==> src/design/general_matrix_multiply_top_defines.svh <==
// Assertion macros used by the matrix multiply RTL.
`ifndef GENERAL_MATRIX_MULTIPLY_TOP_DEFINES_SVH
`define GENERAL_MATRIX_MULTIPLY_TOP_DEFINES_SVH

// Same-cycle implication, disabled while reset is high.
`define GMM_ASSERT_IMPLY(label, clk, rst, ante, cons, msg) \
   label: assert property (@(posedge clk) disable iff (rst) (ante) |-> (cons)) \
      else $error(msg);

// Next-cycle implication, disabled while reset is high.
`define GMM_ASSERT_NEXT(label, clk, rst, ante, cons, msg) \
   label: assert property (@(posedge clk) disable iff (rst) (ante) |=> (cons)) \
      else $error(msg);

`endif

==> src/design/gmm_ram.sv <==
// Generic single-write, single-read RAM with registered read data.
module gmm_ram #(
   parameter int WIDTH = 32,
   parameter int DEPTH = 64
) (
   input  logic                     clock,
   input  logic                     wr_en,
   input  logic [$clog2(DEPTH)-1:0] wr_addr,
   input  logic [WIDTH-1:0]         wr_data,
   input  logic                     rd_en,
   input  logic [$clog2(DEPTH)-1:0] rd_addr,
   output logic [WIDTH-1:0]         rd_data
);

   logic [WIDTH-1:0] mem_ff [DEPTH];
   logic [WIDTH-1:0] rd_data_ff;

   always_ff @(posedge clock) begin
      if (wr_en) begin
         mem_ff[wr_addr] <= wr_data;
      end
      if (rd_en) begin
         rd_data_ff <= mem_ff[rd_addr];
      end
   end

   assign rd_data = rd_data_ff;

endmodule

==> config.mk <==
export PLATFORM = sky130hd
export DESIGN_NAME = gmm_ram
export DESIGN_NICKNAME = d
export VERILOG_FILES = /design/src/design/general_matrix_multiply_top_defines.svh /design/src/design/gmm_ram.sv
export SDC_FILE = /design/constraint.sdc
export NUM_CORES = 2
export LEC_CHECK = 0
export BUFFER_PORTS_ARGS = -buffer_cell sky130_fd_sc_hd__clkbuf_2
export CAP_MARGIN = 20
export CORE_MARGIN = 2
export CORE_UTILIZATION = 40
export DETAILED_ROUTE_END_ITERATION = 6
export HOLD_SLACK_MARGIN = 0.12
export PLACE_DENSITY = 0.53
export SYNTH_ARGS = -nofsm -noshare
export SYNTH_HDL_FRONTEND = slang
export SYNTH_SLANG_ARGS = --single-unit
==> constraint.sdc <==
create_clock -name clock -period 4.23 [get_ports clock]
set_input_delay 0.423 -clock clock [delete_from_list [all_inputs] [get_ports clock]]
set_output_delay 0.423 -clock clock [all_outputs]
set_load 0.05 [all_outputs]
==> summary.txt <==
CTS
  • Maximum buffer depth of the clock tree: 3
  • Post_cts resized: 0
  • CTS tree: yes
  • Sink Count: 2,080
  • H-tree depth: 4
  • CTS root buf: clkbuf_16
  • Clock slew at reported path FFs: 60 ps
  • Setup bufs post-CTS: 0
  • Skew-Pair Late Insertion Delay: 850 ps
  • CTS Buf Count: 208

Drt
  • ANT nets after route: 0
  • Vias per inst: 5.73
  • DR WL/cell: 32.8 um
  • Vias: 37,000
  • Post-Route WL: 212 mm
  • DRC: 2
  • DR pass1 iterations: 7
  • Initial drt markers: a little over 4,000

Pwr
  • Net Switching: 9.36 mW
  • Internal Pwr Total: 34.1 mW
  • Clock power frac: 42.0%
  • Leak: ~28 nW
  • Power density over the cells: 477 mW/mm^2
  • Comb pwr share: under 10%
  • Switch share: between 20% and 30%
  • VDD IR max: roughly 0.00035 V
  • Sequential Power Share: 52.8%

Synth
  • Synthesis warning total: 0
  • Synth Area per Inst: 23.7 um^2
  • Synth Instances: around 3,300
  • Yosys cell types: 33
  • Synth Area in Compound Gates: 1.67%
  • Post-synth ARST share: 0%
  • Yosys top cell area share: 79.2%
  • Post-synthesis adder-cell area fraction: 0%
  • Top post-synthesis cells by count: edfxtp_1, mux4_2, nor2_1, mux2i_1, o22ai_1
  • Mapped cell area: 0.0788 mm^2
  • Post-synthesis sequential area ratio: 79.2%
  • Dominant cell type by area after synthesis: edfxtp_1
  • Post-Syn Nets: 3,371
  • Mux cell area share after synthesis: 16.7%
  • Prevailing post-synth register cell: edfxtp_1
  • Synth Area in XOR/XNOR: 0%
  • Synth Area in Simple Gates: 1.26%
  • Seq cells post-synth: roughly 2,100
  • EDFF count, synth: 2,080
  • Synth top area cells: edfxtp_1, mux4_2, mux2i_1
  • Main combinational cell family by area after synthesis: multiplexers
  • Top-count cell post-synth: edfxtp_1

Setup path
  • Capture point of the worst path: rd_data[13]
  • Crit-path cells: buf_8 -> buf_12 -> buf_4 -> mux4_2 -> mux4_2 -> o22ai_1 -> nor2_1
  • CP required: 4790 ps
  • End of the worst register-to-register path: rd_data[9]
  • R2R depth: 4
  • Crit-path max FO: 59
  • Crit path buffers/inverters: 3
  • Critical Path Max Stage Delay: 620 ps
  • Crit. End Element: flip-flop
  • CP Class: in -> reg
  • CP Data Arrival Time: 3360 ps
  • Critical Path Source Type: input pin
  • Slowest stage cell, crit path: o22ai_1
  • Crit path max-delay family: buffers and inverters
  • R2r startpoint: mem_ff[15][9]
  • Crit path from: rd_addr[1]
  • Crit path top cell by count: mux4_2
  • Worst R2R Setup Slack: 1670 ps
  • Number of cells on the critical path: 7

Placed design
  • HPWL after DPL: 120 mm
  • IO buf count: between 70 and 80
  • Setup Slack @ Placement: 491 ps
  • GPL Wtd Cong: roughly 0.77

Final layout
  • Area Growth Syn to Fin: 15.7%
  • Share of cells above drive strength 1: 31.3%
  • Fin nets: 3,703

Timing
  • Clock skew: between 30 and 40 ps
  • Worst-Margin Slew: around 1100 ps
  • Endpoints failing setup: 0
  • Rel. slew slack: between 20% and 30%
  • WHS: about 180 ps
  • Final WS setup: 1430 ps
  • Unrepaired setup endpoints after global routing: false
  • Slew Viols, Final: 0
  • Tmin final: 2800 ps
  • Fin crit share: between 60% and 70%
  • Setup TNS: 0 ps
  • Final Hold Viols: 0
  • FMAX: about 0.36 GHz

GRT
  • First-pass GRT wire length: 298 mm
  • Gr usage total: around a fifth
  • Number of global-route vias before repair: 37,700
  • Largest net degree at the start of global routing: 70
  • Met2 usage: 35.1%
  • Met1 usage: 30.6%
  • Met3 usage: 2.85%
  • GR peak layer: met2
  • Grt total ovfl: 0
  • Initial antenna violation count: 12

Floorplanning
  • Core Area: 0.195 mm^2
  • Die H: 448 um
  • Io pins: ~80
  • Full die area: 0.201 mm^2
  • Num rows: 162
  • Die Wd: 448 um
  • Initial Util: 40.3%

Min path
  • Tightest Hold Check Type: in -> reg

Flow run
  • MaxCap Viol Count: 0

Status
  • Failing checks: DRC
  • Status: finished, violations left
-- cell usage in the layout, fill, tap and decap left out, types with 5 or more instances in the layout --
| master | netlist | final |
|---|---|---|
| edfxtp_1 | 2080 | 2080 |
| nor3_1 | 7 | 5 |
| mux4_2 | 544 | 544 |
| clkinv_2 | 0 | 37 |
| clkinv_1 | 0 | 54 |
| a22oi_1 | 12 | 12 |
| clkbuf_2 | 0 | 74 |
| nand2_1 | 26 | 26 |
| o221ai_1 | 27 | 27 |
| nand3b_1 | 5 | 5 |
| buf_4 | 25 | 174 |
| clkbuf_1 | 74 | 46 |
| nand2b_1 | 8 | 7 |
| o22ai_1 | 84 | 84 |
| nor2b_1 | 15 | 15 |
| buf_12 | 0 | 48 |
| nor2_4 | 0 | 62 |
| nand3_1 | 5 | 5 |
| a21oi_1 | 62 | 62 |
| mux2i_1 | 93 | 93 |
| clkbuf_16 | 0 | 209 |
| bufinv_16 | 0 | 22 |
| clkinv_8 | 0 | 6 |
| nor2_1 | 137 | 75 |
| a311oi_1 | 8 | 8 |
-- state kept, by name, summed over array words and instances (netlist names) --
register,cells
mem_ff,2048
rd_data,32
-- worst min path at each step --
stage | from | to | cells after the start
floorplan | wr_data[0] | mem_ff[0][0] | 0
global placement | wr_data[12] | mem_ff[5][12] | 1
detailed placement | wr_data[12] | mem_ff[5][12] | 1
CTS | wr_data[4] | mem_ff[32][4] | 1
global route | wr_data[0] | mem_ff[4][0] | 1
finish | wr_data[4] | mem_ff[33][4] | 1
-- area by class of cell --
| class | count | area (um^2) |
|---|---|---|
| multi-input combinational | 1062 | 16000 |
| clock inverter | 134 | 1360 |
| tap | 2624 | 3280 |
| sequential | 2080 | 62500 |
| timing repair buffer | 304 | 2730 |
| clock buffer | 255 | 5400 |
| antenna | 2 | 5.00 |
| fill | 16100 | 104000 |
-- repair_timing --
action                                  CTS  global route
hold buffers                              4             0
hold endpoints to repair                 59             0
endpoints found under the setup margin    0             0
-- cells by family after synthesis --
group / Yosys count
and+or+nand+nor: 223
DFF: 2080
AOI/OAI and AO/OA: 202
muxes: 637
buffers and inverters: 182
-- power groups by stage --
stage	logic [mW]	clock network (mW)	registers, mW
6_report	2.27	18.3	22.9
5_1_grt	2.41	19.4	22.9
4_1_cts	2.32	18.6	23.0
3_5_place_dp	2.31	0	23.4
3_3_place_gp	2.30	0	23.4
2_1_floorplan	1.11	0	23.4
-- metal layers --
metal	up-vias	wire length [um]
li1	15000	-
met1	20500	91600
met3	244	11700
met2	1254	105000
met5	-	16
met4	4	3590
-- metrics by stage --
step | utilization, % | area [um^2] | total power, mW | cells
2_1_floorplan | - | 78800 | 24.6 | 3324
6_report | 46.7 | 91200 | 43.5 | 6461
3_3_place_gp | 43.2 | 84400 | 25.7 | 6066
4_1_cts | 46.7 | 91200 | 43.9 | 6459
5_1_grt | 46.7 | 91200 | 44.8 | 6460
3_5_place_dp | 43.2 | 84400 | 25.7 | 6066
(Power assumes the default switching activity.)
